<file path="src/rtl/core/htc_pkg.sv">
// Types and constants shared by the triangle clipper modules.
`default_nettype none
package htc_pkg;
    localparam int MAX_VERTICES = 9;
    localparam int FRAC_BITS    = 16;
    localparam int NCOMP        = 8;
    localparam int COMP_W       = 32;
    localparam int CELLS        = 2 * MAX_VERTICES;
    localparam int IDX_W        = $clog2(CELLS);
    localparam int CNT_W        = $clog2(CELLS + 1);
    localparam int MCNT_W       = $clog2(MAX_VERTICES + 1);
    localparam int DIST_W       = COMP_W + 2;
    localparam int DEN_W        = COMP_W + 3;
    localparam int T_W          = FRAC_BITS + 1;
    localparam int PROD_W       = COMP_W + 1 + T_W + 1;
    localparam int NUM_PASS     = 6;
    localparam int PASS_W       = 3;
    localparam int K_W          = $clog2(NCOMP);
    localparam int LOAD_MAX     = 2;

    typedef logic [NCOMP-1:0][COMP_W-1:0] vtx_t;

    typedef struct packed {
        logic             start;
        logic [DEN_W-1:0] num;
        logic [DEN_W-1:0] den;
    } div_req_t;

    typedef struct packed {
        logic           done;
        logic [T_W-1:0] quo;
    } div_rsp_t;

    typedef enum logic [8:0] {
        S_LOAD  = 9'b000000001,
        S_POP   = 9'b000000010,
        S_DIST  = 9'b000000100,
        S_DIV   = 9'b000001000,
        S_MUL   = 9'b000010000,
        S_ADD   = 9'b000100000,
        S_PUSHX = 9'b001000000,
        S_PUSHC = 9'b010000000,
        S_OUT   = 9'b100000000
    } state_t;
endpackage
`default_nettype wire

</file>
<file path="src/rtl/core/htc_cell.sv">
// One vertex cell of the polygon queue; shifts toward the head or loads a new vertex.
`default_nettype none
module htc_cell
    import htc_pkg::*;
(
    input  wire logic aclk,
    input  wire logic shift_en,
    input  wire vtx_t nb_data,
    input  wire logic wr_en,
    input  wire vtx_t wr_data,
    output vtx_t      data
);
    vtx_t data_reg;

    always_ff @(posedge aclk) begin
        if (wr_en) begin
            data_reg <= wr_data;
        end else if (shift_en) begin
            data_reg <= nb_data;
        end
    end

    assign data = data_reg;
endmodule
`default_nettype wire

</file>
<file path="config.mk">
export PLATFORM = sky130hd
export DESIGN_NAME = htc_cell
export DESIGN_NICKNAME = d
export VERILOG_FILES = /design/src/rtl/core/htc_pkg.sv /design/src/rtl/core/htc_cell.sv
export SDC_FILE = /design/constraint.sdc
export NUM_CORES = 1
export LEC_CHECK = 0
export BUFFER_PORTS_ARGS = -buffer_cell sky130_fd_sc_hd__buf_4
export CELL_PAD_IN_SITES_DETAIL_PLACEMENT = 1
export CELL_PAD_IN_SITES_GLOBAL_PLACEMENT = 2
export CORE_AREA = 10 10 295 297
export DETAILED_ROUTE_END_ITERATION = 8
export DIE_AREA = 0 0 305 307
export PLACE_DENSITY = 0.57
export SLEW_MARGIN = 15
export SYNTH_ARGS = -nofsm -noshare
export SYNTH_HDL_FRONTEND = slang
export SYNTH_SLANG_ARGS = --single-unit
</file>
<file path="constraint.sdc">
create_clock -name aclk -period 5 [get_ports aclk]
set_clock_uncertainty 0.05 [all_clocks]
set_input_delay 1 -clock aclk [delete_from_list [all_inputs] [get_ports aclk]]
set_output_delay 1 -clock aclk [all_outputs]
set_load 0.01 [all_outputs]
</file>
# == Word-level counts from Yosys, hierarchy flattened ==
# Cells that the tools add are included.
# classes
mux,2
reduce_logical,1
# ops
op,n
two-way mux 256 bit,2
nonzero test 2 bit,1
# word_totals
reg_bits,256
inputBits,515
output_inout_bits,256
word_cells,11

# == Depth between registers and ports, before layout ==
# depth
word_depth,2
depth_mapped,4
depth_no_buf,1

# == Worst setup path before layout ==
# OpenSTA, ideal clock, no wires.
# synth_path
kind,input-to-reg
start,input port wr_en
end,"register data_reg, in the netlist data[0] (enable)"
setup_ns,0.511
arrival_time_ns,4.515
required_ns,4.439
path_slack_ns,-0.077
path_stages,4
n_path_buf,3
cell_sequence,buf_6 -> buf_6 -> buf_6 -> or2_2
# synth_via
elab_chain_cells,1
# synth_rtl
item,line,source
"start, declared",htc_cell.sv:9,"input wire logic wr_en,"
nonzero test 2 bit (no line),--,
"end signal, assigned",htc_cell.sv:17,data_reg <= wr_data;
"end signal, assigned",htc_cell.sv:19,data_reg <= nb_data;
"end, declared",htc_cell.sv:13,vtx_t data_reg;
# Every way passes these cells.
# A chain may end at the register's enable or synchronous reset.

# == Worst setup path in the final report ==
# layout_path
start,input port wr_en
end,"register data_reg, in the netlist data[225] (enable)"
# The elaborated chain is that of the path after synthesis.

==> flow_metrics.tcl <==
set metrics [dict create \
    start_util 0.1451 \
    overflow 0 \
    cts_hold_buffers 0 \
    drt-pass1-iter-count 5 \
    worstSetupEndpointType "flop" \
    cts_buffers 34 \
    setup_tns_ns 0 \
    rsz0062_at_grt "no" \
    finalInstanceArea_sq_um 19780 \
    synth_compound_area_frac 0 \
    die-area_sq_um 93640 \
    globalplace.congestion 0.7381 \
    rows 105 \
    synthAdderAreaFrac 0 \
    htreeDepth 2 \
    syn_nets 1057 \
    critPathKind "primary input to flop" \
    finalSetupViolCount 0 \
    slew_viol_final 0 \
    wl_met3_um 6417 \
    synthMuxAreaShare 0.3171 \
    die_w_um 305 \
    clock-sinks 256 \
    yosys_warnings 0 \
    dieHeight_um 307 \
    vias 8145 \
    antenna_found_initial 5 \
    crit_family "buffers and inverters" \
    io_pins 771 \
    pwr_density_cell_nw_per_um2 319.4 \
    syn_avg_cell_area_sq_um 21.77 \
    grt_pass1_vias 9444 \
    finalCritPeriodShare 0.4708 \
    synth.ff_latch_count 256 \
    layout-drive-gt1-share 0.7997 \
    max_stage_delay_ns 0.70 \
    wl_um 55130 \
    layout.nets 1847 \
    tritoncts "built" \
    remaining_drc_errors 0 \
    largest_reg_flops 256 \
    cts_setup_buffers 0 \
    maxSlewHeadroom 0.3352 \
    fmax_mhz 424.9 \
    dp_hpwl_um 46280 \
    highest_layer "met4" \
    wire_per_inst_um 22.72 \
    seq_area_frac_synth 0.6515 \
    holdCritPathClass "primary input to flop" \
    synth_cells 542 \
    first_iter_violations 259 \
    via_per_inst 3.356 \
    cp_data_required_time_ns 5.15 \
    path_clk_slew_ns 0.06 \
    status "completed" \
    cts-root-buf "clkbuf_16" \
    synth_top_family_by_area "multiplexers" \
    cp_num_buf_inv 2 \
    critical_path.slowest_cell "or2_4" \
    dpl_cell_area_sq_um 18740 \
    path_max_fanout 44 \
    finalWorstSetupSlack_ns 2.646 \
    final_cell_mix "776 x buf_4, 256 x edfxtp_1, 229 x mux2_4" \
    grt_max_degree 104 \
    grt_pass1_wl_um 74710 \
    p_leak_nw 8.893 \
    finalCriticalPeriod_ns 2.354 \
    post_cts_resized 0 \
    fillers 8967 \
    dp_slack_ns 2.014 \
    dp.cells 2366 \
    worstMarginPinSlew_ns 0.9972 \
    wirelength_met1_um 18820 \
    fin_cells 2427 \
    critPathArrivalTime_ns 2.51 \
    irDropWorstVdd_mv 0.1614 \
    port_buffers 770 \
    wl_met2_um 29070 \
    syn_area_sq_um 11800 \
    worstPathCellList "buf_8 > or2_4 > buf_4" \
    syn_to_final_growth_pct 67.65 \
    grt_usage 0.1106 \
    synth_simple_gate_area_frac 0.0005302 \
    ctsLongestPathBuffers 3 \
    layout_commonest_cell "buf_4" \
    yosys.area_share.xor_xnor 0 \
    cap_violations 0 \
    final_hold_viol_count 0 \
    startpoint_type "primary input" \
    core_sq_um 81320 \
    ys_types 8 \
    drtAntennaViolNets 0 \
]
-- report_power, final --
| group | leakage (nW) | switching [mW] | internal, mW |
|---|---|---|---|
| registers | 2.61 | 0.0754 | 2.64 |
| clock network | 0.502 | 0.943 | 1.38 |
| logic | 5.78 | 0.503 | 0.772 |
| total | 8.89 | 1.52 | 4.80 |
-- cells in the mapped netlist, drive strengths merged --
cell type	number	area share
edfxtp	256	0.65
mux2	256	0.32
buf	29	0.031
or2	1	0.00053
-- logic make-up (layout without fill, tap and decap cells) --
kind of cell | Yosys count | count (layout)
muxes | 256 | 256
other | 0 | 4
buffers and inverters | 29 | 840
and+or+nand+nor | 1 | 1
DFF | 256 | 256
-- routing by layer --
layer,global-route usage,vias up
li1,-,3727
met1,0.1077,3921
met2,0.2031,448
met3,0.06135,49
met4,0.02121,0
met5,0,-
-- worst paths after layout --
kind              cells after the start  slack, ns   endpoint    startpoint
hold / removal                        2       0.71  data[154]  wr_data[154]
setup / recovery                      3       2.65  data[225]         wr_en
-- stage by stage --
| step | hold slack (ns) | power, mW | util |
|---|---|---|---|
| 2_1_floorplan | 1.167 | 3.238 | - |
| 3_3_place_gp | 1.251 | 4.065 | 0.2304 |
| 3_5_place_dp | 1.253 | 4.079 | 0.2304 |
| 4_1_cts | 0.6609 | 6.487 | 0.2431 |
| 5_1_grt | 0.6666 | 6.631 | 0.2432 |
| 6_report | 0.7141 | 6.319 | 0.2433 |
-- layout make-up --
cell class	instances	area [sq um]	area share
Sequential cell	256	7687	0.3886
Timing Repair Buffer	783	5961	0.3013
Multi-Input combinational cell	257	3751	0.1896
Tap cell	1070	1339	0.06767
Clock buffer	45	955.9	0.04832
Clock inverter	12	78.83	0.003985
Antenna cell	4	10.01	0.0005060
Note: power is estimated with default switching activity, not from simulation.
