==> src/rtl/core/htc_pkg.sv <==
// Types and constants shared by the triangle clipper modules.
`default_nettype none
package htc_pkg;
    localparam int MAX_VERTICES = 9;
    localparam int FRAC_BITS    = 16;
    localparam int NCOMP        = 8;
    localparam int COMP_W       = 32;
    localparam int CELLS        = 2 * MAX_VERTICES;
    localparam int IDX_W        = $clog2(CELLS);
    localparam int CNT_W        = $clog2(CELLS + 1);
    localparam int MCNT_W       = $clog2(MAX_VERTICES + 1);
    localparam int DIST_W       = COMP_W + 2;
    localparam int DEN_W        = COMP_W + 3;
    localparam int T_W          = FRAC_BITS + 1;
    localparam int PROD_W       = COMP_W + 1 + T_W + 1;
    localparam int NUM_PASS     = 6;
    localparam int PASS_W       = 3;
    localparam int K_W          = $clog2(NCOMP);
    localparam int LOAD_MAX     = 2;

    typedef logic [NCOMP-1:0][COMP_W-1:0] vtx_t;

    typedef struct packed {
        logic             start;
        logic [DEN_W-1:0] num;
        logic [DEN_W-1:0] den;
    } div_req_t;

    typedef struct packed {
        logic           done;
        logic [T_W-1:0] quo;
    } div_rsp_t;

    typedef enum logic [8:0] {
        S_LOAD  = 9'b000000001,
        S_POP   = 9'b000000010,
        S_DIST  = 9'b000000100,
        S_DIV   = 9'b000001000,
        S_MUL   = 9'b000010000,
        S_ADD   = 9'b000100000,
        S_PUSHX = 9'b001000000,
        S_PUSHC = 9'b010000000,
        S_OUT   = 9'b100000000
    } state_t;
endpackage
`default_nettype wire

==> src/rtl/core/htc_divider.sv <==
// Restoring divider giving the crossing fraction one quotient bit per cycle.
`default_nettype none
module htc_divider
    import htc_pkg::*;
(
    input  wire logic     aclk,
    input  wire logic     aresetn,
    input  wire div_req_t req,
    output div_rsp_t      rsp
);
    localparam int R_W   = DEN_W + 1;
    localparam int CN_W  = $clog2(T_W + 1);

    logic [R_W-1:0]   r_reg, r_next;
    logic [DEN_W-1:0] den_reg;
    logic [T_W-1:0]   q_reg;
    logic [CN_W-1:0]  cnt_reg;
    logic             busy_reg, done_reg;
    logic             ge;
    logic [R_W-1:0]   rem;

    always_comb begin
        ge     = r_reg >= {1'b0, den_reg};
        rem    = ge ? (r_reg - {1'b0, den_reg}) : r_reg;
        r_next = {rem[R_W-2:0], 1'b0};
    end

    always_ff @(posedge aclk) begin
        if (!aresetn) begin
            busy_reg <= 1'b0;
            done_reg <= 1'b0;
            cnt_reg  <= '0;
        end else if (req.start) begin
            busy_reg <= 1'b1;
            done_reg <= 1'b0;
            cnt_reg  <= CN_W'(T_W);
        end else if (busy_reg) begin
            cnt_reg  <= cnt_reg - 1'b1;
            busy_reg <= cnt_reg != CN_W'(1);
            done_reg <= cnt_reg == CN_W'(1);
        end else begin
            done_reg <= 1'b0;
        end
    end

    always_ff @(posedge aclk) begin
        if (req.start) begin
            r_reg   <= {1'b0, req.num};
            den_reg <= req.den;
            q_reg   <= '0;
        end else if (busy_reg) begin
            r_reg <= r_next;
            q_reg <= {q_reg[T_W-2:0], ge};
        end
    end

    assign rsp.done = done_reg;
    assign rsp.quo  = q_reg;
endmodule
`default_nettype wire

==> config.mk <==
export PLATFORM = sky130hd
export DESIGN_NAME = htc_divider
export DESIGN_NICKNAME = d
export VERILOG_FILES = /design/src/rtl/core/htc_pkg.sv /design/src/rtl/core/htc_divider.sv
export SDC_FILE = /design/constraint.sdc
export NUM_CORES = 1
export LEC_CHECK = 0
export BUFFER_PORTS_ARGS = -buffer_cell sky130_fd_sc_hd__buf_2
export CAP_MARGIN = 0
export CELL_PAD_IN_SITES_DETAIL_PLACEMENT = 2
export CELL_PAD_IN_SITES_GLOBAL_PLACEMENT = 2
export CORE_MARGIN = 3
export CORE_UTILIZATION = 40
export CTS_CLUSTER_DIAMETER = 150
export DETAILED_ROUTE_END_ITERATION = 16
export GPL_TIMING_DRIVEN = 0
export PLACE_DENSITY = 0.92
export SETUP_SLACK_MARGIN = 0.3
export SLEW_MARGIN = 20
export SYNTH_ARGS = -nofsm -noshare
export SYNTH_HDL_FRONTEND = slang
export SYNTH_SLANG_ARGS = --single-unit
==> constraint.sdc <==
create_clock -name aclk -period 8.1 [get_ports aclk]
set_clock_uncertainty 0.05 [all_clocks]
set_input_delay 1.62 -clock aclk [delete_from_list [all_inputs] [get_ports aclk]]
set_output_delay 1.62 -clock aclk [all_outputs]
set_load 0.1 [all_outputs]
## After elaboration in Yosys (flattened, before gate mapping)

Cells that the tools add are included.

- Bitwise logic cells: 2
- Add/subtract/negate cells: 2
- Mux-type cells: 7
- Reductions and logical operators: 3
- Equality and inequality tests: 2
- Magnitude comparators: 1

Operator list:

| cell | count |
|---|---|
| 35-bit two-way mux | 3 |
| 36-bit by 35-bit >= comparator with 1-bit output | 1 |
| 35-bit subtractor | 1 |
| 5-bit two-way mux | 2 |
| 5-bit by 1-bit == test with 1-bit output (second input constant) | 1 |
| 5-bit by 1-bit inequality test with 1-bit output (second input constant) | 1 |
| 5-bit by 1-bit subtractor with 5-bit output (second input constant) | 1 |
| 3-bit OR reduction | 1 |
| 1-bit two-way mux | 2 |
| 1-bit NOT | 2 |
| 2-bit nonzero test | 1 |
| 2-bit OR reduction | 1 |

- Register bits after elaboration: 95
- Output and inout port bits: 18
- Logic and storage cells: 25

## Depth between registers and ports, before layout

Gate-level depths: netlist of run 1.

- Depth in word-level cells: 4
- Gate-level depth with buffers: 15
- Mapped depth without buffers: 12

## Least setup slack after synthesis of run 1

Ideal clock, no wire load.

- Path type: input -> register
- From: in req[70] in the netlist's numbering
- To: reg r_reg[0], enable pin
- Library setup time: 0.376 ns
- Setup slack: 4.723 ns
- Arrival time: 2.951 ns
- Cell stages on the path: 4
- Path buffers: 3
- Cells stage by stage: clkbuf_1 clkbuf_1 buf_1 or2_2

- Longest elaborated chain between the ends: 1

Ends and longest elaborated chain:

| item | line | RTL |
|---|---|---|
| start, declared | htc_divider.sv:8 | `input wire div_req_t req,` |
| 2-bit nonzero test (no line) | n/a |  |
| end signal, assigned | htc_divider.sv:48 | `r_reg <= {1'b0, req.num};` |
| end signal, assigned | htc_divider.sv:52 | `r_reg <= r_next;` |
| end, declared | htc_divider.sv:14 | `logic [R_W-1:0] r_reg, r_next;` |

Every way passes these cells.
A chain may end at the register's enable or synchronous reset.

## Worst setup path after layout of run 1

- From: in req[70] in the netlist's numbering
- To: reg r_reg[18], enable pin

Same word-level chain as after synthesis.

==> impl_metrics.env, run 1 <==
export IMPL_result_of_the_run="finished clean"
export IMPL_critical_path_arrival_ns=4.83
export IMPL_num_antenna_cells=0
export IMPL_detailed_place_hpwl_microns=15400
export IMPL_chipHeight_microns=129
export IMPL_finalWeightedCongestion=0.872
export IMPL_holdPathStages=2
export IMPL_via_per_inst=5.85
export IMPL_initial_core_util_pct=41.4
export IMPL_rr_worst_depth=10
export IMPL_synth_edf_count=70
export IMPL_grt_max_degree=37
export IMPL_detailroute_via_count=5157
export IMPL_postSynthRegisterBits=95
export IMPL_finalSetupViolCount=0
export IMPL_first_global_vias=5933
export IMPL_slew_viol_final=0
export IMPL_leakagePower_nw=3.06
export IMPL_grt_pass1_wl_microns=33400
export IMPL_drt_pass1_iter_count=5
export IMPL_cts_hold_buffers=0
export IMPL_p_total_mw=2.19
export IMPL_cp_required_ns=8.03
export IMPL_tightest_pin_transition_ns=1.04
export IMPL_antenna_violations_before_repair=0
export IMPL_htree_levels=3
export IMPL_drtIter0Drc=270
export IMPL_synth_net_count=703
export IMPL_post_cts_repair_setup_buffers=0
export IMPL_io_buffer_count=90
export IMPL_avgRoutedWirePerCell_microns=24.0
export IMPL_synthesized_area_per_cell_sq_um=10.3
export IMPL_cp_end_kind="register"
export IMPL_worst_hold_path_type="reg -> reg"
export IMPL_layout_nets=804
export IMPL_postLayoutCoreUtil_pct=48.2
export IMPL_worst_skew_pair_late_latency_ns=0.37
export IMPL_synth_flop_cell="edfxtp_1"
export IMPL_setup_tns_final_ns=0
export IMPL_vdd_ir_drop_worst_mv=0.137
export IMPL_fp_dieArea_sq_um=16700
export IMPL_die_width_microns=129
export IMPL_cellPowerDensity_nw_per_um2=309
export IMPL_rsz0062_at_grt="no"
export IMPL_wl_microns=21200
export IMPL_cts_repair_resized=0
export IMPL_dp_cells=866
export IMPL_start_kind="input pin"
export IMPL_clock_tree_root_driver_cell="clkbuf_16"
export IMPL_syn_cell_area_sq_um=6080
export IMPL_yosysWarnings=0
export IMPL_floorplan_io_pins=91
export IMPL_yosysSeqAreaShare_pct=42.8
export IMPL_fillCellCount=1524
export IMPL_fmaxAchievable_ghz=0.204
export IMPL_layout_worst_path_cycle_share_pct=60.4
export IMPL_drc=0
export IMPL_clk_pin_slew_worst_paths_ns=0.08
export IMPL_syn_inst_count=592
export IMPL_cp_startpoint="req[70]"
export IMPL_synth_largest_area_cell="edfxtp_1"
export IMPL_cap_violations=0
export IMPL_hp_start="cnt_reg[1]$_SDFFE_PP0P_"
export IMPL_timing_critical_path_fanout_max=36
export IMPL_criticalPathCategory="in -> reg"
export IMPL_period_needed_ns=4.89
export IMPL_core_region_area_sq_um=14700
export IMPL_cts_root_to_sink_buffers=2
export IMPL_crit_reg2reg_launch="r_reg[2]$_DFFE_PP_"
export IMPL_fraction_of_synthesis_flops_using_an_asynchronous_set_or_reset_pin_pct=0
export IMPL_fraction_of_post_synthesis_cell_area_in_the_top_cell_type_by_area_pct=34.5
export IMPL_num_rows=44
export IMPL_post_synth_num_cell_types=66
export IMPL_cts_bufs_inserted=9
export IMPL_aggregate_global_routing_overflow=0
export IMPL_clock_sinks=95
export IMPL_number_of_flip_flops_in_the_largest_register=36
export IMPL_finish_cell_count_without_fillers=882
export IMPL_tritoncts_clock_tree="built"
export IMPL_grtUsageTotal_pct=26.3
export IMPL_timing_max_slew_rel_slack_pct=30.7
export IMPL_antenna_left=0
export IMPL_hold_viol=0
export IMPL_area_growth_pct=16.4
export IMPL_synth_top_cells_by_area="edfxtp_1 (35%), dfxtp_1 (8.2%), ha_1 (7.6%), mux2_2 (4.4%), a21oi_1 (3.9%)"
export IMPL_layout_cells_sized_above_1_pct=23.6
-- metal layers --
| metal | GRT usage (%) | up-vias | share of wire [%] |
|---|---|---|---|
| li1 | - | 2363 | - |
| met1 | 31.2 | 2605 | 41 |
| met2 | 47.0 | 136 | 52 |
| met3 | 4.62 | 53 | 3.6 |
| met4 | 10.6 | 0 | 3.2 |
| met5 | 0 | - | 0 |
-- where the power goes --
| part | switching, mW | leakage (nW) | internal (mW) |
|---|---|---|---|
| clock network | 0.220 | 0.157 | 0.244 |
| registers | 0.0480 | 0.897 | 0.617 |
| logic | 0.616 | 2.00 | 0.445 |
-- cell usage after synthesis, types with 3 or more instances --
cell type	n
dfxtp_1	25
a211oi_1	3
nor2b_1	9
clkbuf_1	12
a31oi_1	9
mux2i_1	20
inv_1	45
o21bai_1	4
nor4_1	3
a21oi_1	47
o21a_1	9
nor4b_1	4
a21o_1	18
ha_1	37
nand2b_1	10
nand2_1	33
edfxtp_1	70
mux2_4	10
nand3_1	7
xnor2_1	19
nand4_1	11
nor3b_1	7
or3_1	5
xor2_1	12
nor3_1	15
nor2_1	47
buf_1	4
o211ai_1	4
a221o_1	4
o21ai_0	16
o31ai_1	3
buf_2	6
mux2_2	24
-- critical path, stage by stage --
cell and delay (ns):
buf_2 0.74, clkbuf_1 0.43, clkbuf_1 0.44, buf_1 0.61, or2_2 0.93
-- path summary, 6_finish.rpt --
path                        endpoint  slack [ns]
max              r_reg[18]$_DFFE_PP_        3.21
min          cnt_reg[1]$_SDFFE_PP0P_        0.48
max reg2reg      r_reg[30]$_DFFE_PP_        4.24
min reg2reg  cnt_reg[1]$_SDFFE_PP0P_        0.48
-- metrics by stage --
stage | worst slack (ns) | instance area (sq um) | hold slack [ns]
2_1_floorplan | 4.72 | 6080 | 0.418
3_3_place_gp | 3.00 | 6770 | 0.434
3_5_place_dp | 2.77 | 6770 | 0.453
4_1_cts | 3.19 | 7080 | 0.484
5_1_grt | 2.97 | 7080 | 0.525
6_report | 3.21 | 7080 | 0.483
-- logic make-up (layout without fill, tap and decap cells) --
kind of cell | count (synthesis) | after routing | share of synthesized area, %
buf+inv | 73 | 179 | 5.59
xor+xnor | 31 | 31 | 4.46
compound gates | 137 | 137 | 15.2
fa+ha+maj | 38 | 38 | 7.94
mux | 54 | 54 | 10.2
flops | 95 | 95 | 42.8
simple gates | 164 | 164 | 13.9
-- final cells by class --
class / instances / area (sq um) / share of cell area [%]
inverter: 45 / 169 / 2.38
multi-input combinational: 424 / 3140 / 44.4
clock inverter: 5 / 53.8 / 0.760
sequential: 95 / 2600 / 36.7
buffer: 28 / 171 / 2.42
timing repair buffer: 90 / 450 / 6.36
clock buffer: 11 / 264 / 3.73
tap: 184 / 230 / 3.25
-- placed cells by master (no fill, tap or decap), types with 5 or more instances in the layout --
cell type	synthesis	final
buf_2	6	96
edfxtp_1	70	70
nor2_1	47	47
a21oi_1	47	47
inv_1	45	45
ha_1	37	37
nand2_1	33	33
dfxtp_1	25	25
mux2_2	24	24
mux2i_1	20	20
xnor2_1	19	19
a21o_1	18	18
o21ai_0	16	16
nor3_1	15	15
xor2_1	12	12
clkbuf_1	12	12
nand4_1	11	11
nand2b_1	10	10
mux2_4	10	10
clkbuf_16	0	10
o21a_1	9	9
nor2b_1	9	9
a31oi_1	9	9
nand3_1	7	7
nor3b_1	7	7
or3_1	5	5
Power figures use the tool's default switching activity.
==> inputs of run 2 (changes only) <==
--- a/config.mk
+++ b/config.mk
@@ -10,11 +10,11 @@
 export CELL_PAD_IN_SITES_DETAIL_PLACEMENT = 2
 export CELL_PAD_IN_SITES_GLOBAL_PLACEMENT = 2
 export CORE_MARGIN = 3
-export CORE_UTILIZATION = 40
+export CORE_UTILIZATION = 33
 export CTS_CLUSTER_DIAMETER = 150
 export DETAILED_ROUTE_END_ITERATION = 16
 export GPL_TIMING_DRIVEN = 0
-export PLACE_DENSITY = 0.92
+export PLACE_DENSITY = 0.82
 export SETUP_SLACK_MARGIN = 0.3
 export SLEW_MARGIN = 20
 export SYNTH_ARGS = -nofsm -noshare
==> constraint.sdc (replaced) <==
create_clock -name aclk -period 4.5 [get_ports aclk]
set_clock_uncertainty 0.05 [all_clocks]
set_input_delay 0.9 -clock aclk [delete_from_list [all_inputs] [get_ports aclk]]
set_output_delay 0.9 -clock aclk [all_outputs]
set_load 0.1 [all_outputs]
==> impl_metrics.env, run 2 (synthesized netlist as in run 1, its figures left out) <==
export IMPL_avgRoutedWirePerCell_microns=21.3
export IMPL_grt_util_met1_pct=24.8
export IMPL_fmaxAchievable_ghz=0.259
export IMPL_rsz0062_at_grt="no"
export IMPL_criticalPathCategory="in -> reg"
export IMPL_setup_tns_final_ns=0
export IMPL_fin_ws_ns=0.637
export IMPL_initial_core_util_pct=33.8
export IMPL_fp_dieArea_sq_um=20100
export IMPL_cts_bufs_inserted=9
export IMPL_cts_root_to_sink_buffers=2
export IMPL_p_int_mw=2.43
export IMPL_num_rows=49
export IMPL_layout_cells_sized_above_1_pct=23.6
export IMPL_share_of_total_power_in_the_clock_network_pct=22.5
export IMPL_cellPowerDensity_nw_per_um2=548
export IMPL_io_buffer_count=90
export IMPL_hold_viol=0
export IMPL_number_of_flip_flops_in_the_largest_register=36
export IMPL_clk_pin_slew_worst_paths_ns=0.06
export IMPL_cp_required_ns=4.44
export IMPL_chipHeight_microns=142
export IMPL_fillCellCount=1981
export IMPL_clock_sinks=95
export IMPL_finalSetupViolCount=0
export IMPL_tightest_pin_transition_ns=0.850
export IMPL_p_sw_mw=1.50
export IMPL_via_per_inst=5.33
export IMPL_busiest_layer_in_global_routing="met2"
export IMPL_worst_skew_pair_late_latency_ns=0.37
export IMPL_p_total_mw=3.93
export IMPL_grt_pass1_wl_microns=31400
export IMPL_worst_hold_path_type="reg -> reg"
export IMPL_period_needed_ns=3.86
export IMPL_fraction_of_power_spent_switching_nets_pct=38.3
export IMPL_grt_max_degree=37
export IMPL_leakagePower_nw=3.07
export IMPL_layout_nets=804
export IMPL_dp_slack_ns=-0.335
export IMPL_seq_power_share_pct=30.3
export IMPL_aggregate_global_routing_overflow=0
export IMPL_floorplan_io_pins=91
export IMPL_final_seq_area_sq_um=2600
export IMPL_finalWeightedCongestion=0.846
export IMPL_core_region_area_sq_um=18000
export IMPL_multi_input_area_sq_um=3140
export IMPL_drt_pass1_iter_count=4
export IMPL_critical_path_arrival_ns=3.81
export IMPL_detailroute_via_count=4938
export IMPL_post_cts_repair_setup_buffers=0
export IMPL_first_global_vias=5734
export IMPL_layout_cells_most_common_list="buf_2 (95), edfxtp_1 (70), nor2_1 (47), a21oi_1 (47), inv_1 (45)"
export IMPL_timing_critical_path_fanout_max=36
export IMPL_result_of_the_run="finished clean"
export IMPL_start_kind="input pin"
export IMPL_layout_worst_path_cycle_share_pct=85.8
export IMPL_num_antenna_cells=0
export IMPL_grtUsageTotal_pct=20.0
export IMPL_vdd_ir_drop_worst_mv=0.195
export IMPL_area_growth_pct=17.8
export IMPL_cap_violations=0
export IMPL_wl_microns=19700
export IMPL_grt_met3_usage_pct=2.19
export IMPL_timing_max_slew_rel_slack_pct=43.3
export IMPL_layout_commonest_cell="buf_2"
export IMPL_drtIter0Drc=201
export IMPL_slew_viol_final=0
export IMPL_cp_end_kind="register"
export IMPL_hold_slack_ns=0.467
export IMPL_die_width_microns=142
export IMPL_tritoncts_clock_tree="built"
export IMPL_antenna_violations_before_repair=0
export IMPL_htree_levels=3
export IMPL_antenna_left=0
export IMPL_met2_usage_pct=36.7
export IMPL_logic_pwr_share_pct=47.3
export IMPL_clock_tree_root_driver_cell="clkbuf_16"
export IMPL_drc=0
export IMPL_detailed_place_hpwl_microns=14700
[run 2: routing by layer]
layer  vias to the layer above  wire (microns)
li1                       2364               -
met4                         0             318
met1                      2480            8720
met3                        19             452
met5                         -               0
met2                        75           10200
[run 2: power by group through the flow]
stage	Clock [mW]	Combinational, mW	Sequential, mW
finish	0.883	1.86	1.19
global route	0.935	2.05	1.20
CTS	0.906	1.86	1.19
detailed placement	0	1.83	1.21
global placement	0	1.73	1.20
floorplan	0	1.35	1.19
[run 2: timing repair]
| item | CTS | global route |
|---|---|---|
| resized for setup | 1 | 1 |
| hold buffers | 0 | 0 |
| endpoints found under the setup margin | 35 | 35 |
[run 2: per-stage QoR]
| stage | instance area, sq um | util [%] | cells |
|---|---|---|---|
| after CTS | 7170 | 39.8 | 927 |
| after floorplan | 6080 | - | 592 |
| after global routing | 7170 | 39.8 | 927 |
| final | 7170 | 39.8 | 927 |
| after global placement | 6820 | 37.8 | 911 |
| after detailed placement | 6820 | 37.8 | 911 |
[run 2: worst max-delay path: stages]
cell      delay (ns)
clkbuf_4        0.49
clkbuf_1        0.55
clkbuf_1        0.49
buf_1           0.70
or2_4           0.64
[run 2: cell type report]
cell class	instances	share of cell area [%]
multi-input cells	424	43.8
clock buffers	12	4.03
clock inverters	4	0.768
flip-flops and latches	95	36.3
well taps	229	4.00
repair buffers	90	6.32
plain buffers	28	2.39
inverters	45	2.36
[run 2: path summary, 6_finish.rpt]
| check | cells after the start | to | slack (ns) | start |
|---|---|---|---|---|
| worst max-delay path | 5 | r_reg[20]$_DFFE_PP_ | 0.64 | req[70] |
| worst min-delay path | 2 | q_reg[16]$_SDFFE_PP0P_ | 0.47 | q_reg[16]$_SDFFE_PP0P_ |
| worst max register to register | 10 | r_reg[30]$_DFFE_PP_ | 0.71 | r_reg[2]$_DFFE_PP_ |
| worst min register to register | 2 | q_reg[16]$_SDFFE_PP0P_ | 0.47 | q_reg[16]$_SDFFE_PP0P_ |
==> inputs of run 3 (changes only) <==
--- a/config.mk
+++ b/config.mk
@@ -10,11 +10,11 @@
 export CELL_PAD_IN_SITES_DETAIL_PLACEMENT = 2
 export CELL_PAD_IN_SITES_GLOBAL_PLACEMENT = 2
 export CORE_MARGIN = 3
-export CORE_UTILIZATION = 33
+export CORE_UTILIZATION = 40
 export CTS_CLUSTER_DIAMETER = 150
 export DETAILED_ROUTE_END_ITERATION = 16
 export GPL_TIMING_DRIVEN = 0
-export PLACE_DENSITY = 0.82
+export PLACE_DENSITY = 0.92
 export SETUP_SLACK_MARGIN = 0.3
 export SLEW_MARGIN = 20
 export SYNTH_ARGS = -nofsm -noshare
==> constraint.sdc (replaced) <==
create_clock -name aclk -period 4.76 [get_ports aclk]
set_clock_uncertainty 0.05 [all_clocks]
set_input_delay 0.952 -clock aclk [delete_from_list [all_inputs] [get_ports aclk]]
set_output_delay 0.952 -clock aclk [all_outputs]
set_load 0.1 [all_outputs]
==> impl_metrics.env, run 3 (synthesized netlist as in run 1, its figures left out) <==
export IMPL_p_int_mw=2.22
export IMPL_slew_viol_final=0
export IMPL_leakagePower_nw=3.06
export IMPL_via_per_inst=5.85
export IMPL_finalWeightedCongestion=0.872
export IMPL_cap_violations=0
export IMPL_htree_levels=3
export IMPL_layout_nets=804
export IMPL_number_of_flip_flops_in_the_largest_register=36
export IMPL_endpoint_with_the_worst_hold_slack="cnt_reg[1]$_SDFFE_PP0P_"
export IMPL_dr_wl_met2_microns=11100
export IMPL_first_global_vias=5933
export IMPL_hp_start="cnt_reg[1]$_SDFFE_PP0P_"
export IMPL_fraction_of_power_spent_switching_nets_pct=40.4
export IMPL_worst_hold_path_type="reg -> reg"
export IMPL_worst_skew_pair_late_latency_ns=0.37
export IMPL_vdd_ir_drop_worst_mv=0.233
export IMPL_crit_reg2reg_launch="r_reg[2]$_DFFE_PP_"
export IMPL_critical_path_arrival_ns=3.90
export IMPL_tritoncts_clock_tree="built"
export IMPL_period_needed_ns=3.95
export IMPL_die_width_microns=129
export IMPL_antenna_violations_before_repair=0
export IMPL_wl_met3_microns=794
export IMPL_route_layer_met1_wl_microns=8670
export IMPL_cp_required_ns=4.71
export IMPL_top_layer_used="met4"
export IMPL_start_kind="input pin"
export IMPL_timing_reg2reg_setup_slack_ns=0.90
export IMPL_setup_tns_final_ns=0
export IMPL_finalSetupViolCount=0
export IMPL_grtUsageTotal_pct=26.3
export IMPL_floorplan_io_pins=91
export IMPL_drc=0
export IMPL_avgRoutedWirePerCell_microns=24.1
export IMPL_num_antenna_cells=0
export IMPL_layout_cells_sized_above_1_pct=23.6
export IMPL_seq_power_share_pct=30.4
export IMPL_detailroute_via_count=5164
export IMPL_clk_pin_slew_worst_paths_ns=0.08
export IMPL_cts_bufs_inserted=9
export IMPL_grt_pass1_wl_microns=33400
export IMPL_layout_commonest_cell="buf_2"
export IMPL_clock_sinks=95
export IMPL_drtIter0Drc=268
export IMPL_tightest_pin_transition_ns=1.01
export IMPL_aggregate_global_routing_overflow=0
export IMPL_drt_pass1_iter_count=5
export IMPL_criticalPathCategory="in -> reg"
export IMPL_num_rows=44
export IMPL_holdPathStages=2
export IMPL_chipHeight_microns=129
export IMPL_timing_max_slew_rel_slack_pct=33.0
export IMPL_result_of_the_run="finished clean"
export IMPL_wl_microns=21200
export IMPL_layout_worst_path_cycle_share_pct=82.9
export IMPL_core_region_area_sq_um=14700
export IMPL_io_buffer_count=90
export IMPL_share_of_total_power_in_the_clock_network_pct=21.2
export IMPL_rsz0062_at_grt="no"
export IMPL_cp_end_kind="register"
export IMPL_fin_area_sq_um=7090
export IMPL_grt_max_degree=37
export IMPL_initial_core_util_pct=41.4
export IMPL_rr_worst_depth=10
export IMPL_clock_tree_root_driver_cell="clkbuf_16"
export IMPL_fp_dieArea_sq_um=16700
export IMPL_placedInstanceArea_sq_um=6770
export IMPL_antenna_left=0
export IMPL_area_growth_pct=16.5
export IMPL_timing_critical_path_fanout_max=36
export IMPL_layout_cells_most_common_list="buf_2 (96), edfxtp_1 (70), nor2_1 (47), a21oi_1 (47), inv_1 (45)"
export IMPL_p_sw_mw=1.50
export IMPL_fmaxAchievable_ghz=0.253
export IMPL_detailed_place_hpwl_microns=15400
export IMPL_hold_viol=0
export IMPL_cts_root_to_sink_buffers=2
export IMPL_r2r_path_end="r_reg[30]$_DFFE_PP_"
export IMPL_logic_pwr_share_pct=48.5
export IMPL_cellPowerDensity_nw_per_um2=526
## run 3: cell count changes in the layout (fill, tap and decap cells not counted), sizes merged
cell    previous run  this run
buf              105       106
bufinv             1         0
clkbuf            25        23
inv               47        49
## run 3: critical path: stages
cell,delay (ns)
buf_2,0.75
clkbuf_1,0.43
clkbuf_1,0.44
buf_1,0.62
or2_4,0.65
## run 3: per-layer routing
| metal | up-vias | GRT usage (%) |
|---|---|---|
| li1 | 2364 | - |
| met1 | 2609 | 31.2 |
| met2 | 135 | 47.0 |
| met3 | 56 | 4.62 |
| met4 | 0 | 10.6 |
| met5 | - | 0 |
## run 3: worst max-delay path by stage
stage / from / endpoint / slack (ns) / cells past startpoint
4_1_cts: req[70] / r_reg[18]$_DFFE_PP_ / 0.52 / 5
5_1_grt: req[70] / r_reg[18]$_DFFE_PP_ / 0.62 / 5
3_3_place_gp: req[70] / r_reg[16]$_DFFE_PP_ / 0.33 / 5
6_report: req[70] / r_reg[18]$_DFFE_PP_ / 0.81 / 5
3_5_place_dp: req[70] / r_reg[16]$_DFFE_PP_ / 0.1 / 5
2_1_floorplan: r_reg[25]$_DFFE_PP_ / r_reg[10]$_DFFE_PP_ / 1.51 / 12
## run 3: cell type report
class | count | area [sq um]
clock inverter | 5 | 53.8
tap | 184 | 230
fill | 1523 | 7610
timing repair buffer | 90 | 450
multi-input combinational | 424 | 3140
sequential | 95 | 2600
clock buffer | 11 | 264
buffer | 28 | 171
inverter | 45 | 169
## run 3: repair_timing
action	in CTS	in global routing
resized for setup	0	1
setup buffers	0	0
setup endpoints to repair	0	2
hold endpoints to repair	0	0
hold buffers	0	0
## run 3: stage by stage
stage	total power [mW]	worst slack, ns	hold slack [ns]	util (%)	instances
global route	3.94	0.623	0.525	48.2	882
floorplan	2.39	1.51	0.418	-	592
detailed placement	2.88	0.0993	0.453	46.0	866
finish	3.73	0.812	0.483	48.2	882
global placement	2.74	0.329	0.434	46.0	866
CTS	3.72	0.515	0.484	48.2	882
## run 3: power groups by stage
stage	Combinational, mW	Sequential [mW]	Clock (mW)
after global routing	1.97	1.15	0.830
after CTS	1.79	1.13	0.804
after global placement	1.61	1.13	0
after detailed placement	1.74	1.15	0
after floorplan	1.27	1.12	0
final	1.81	1.13	0.789
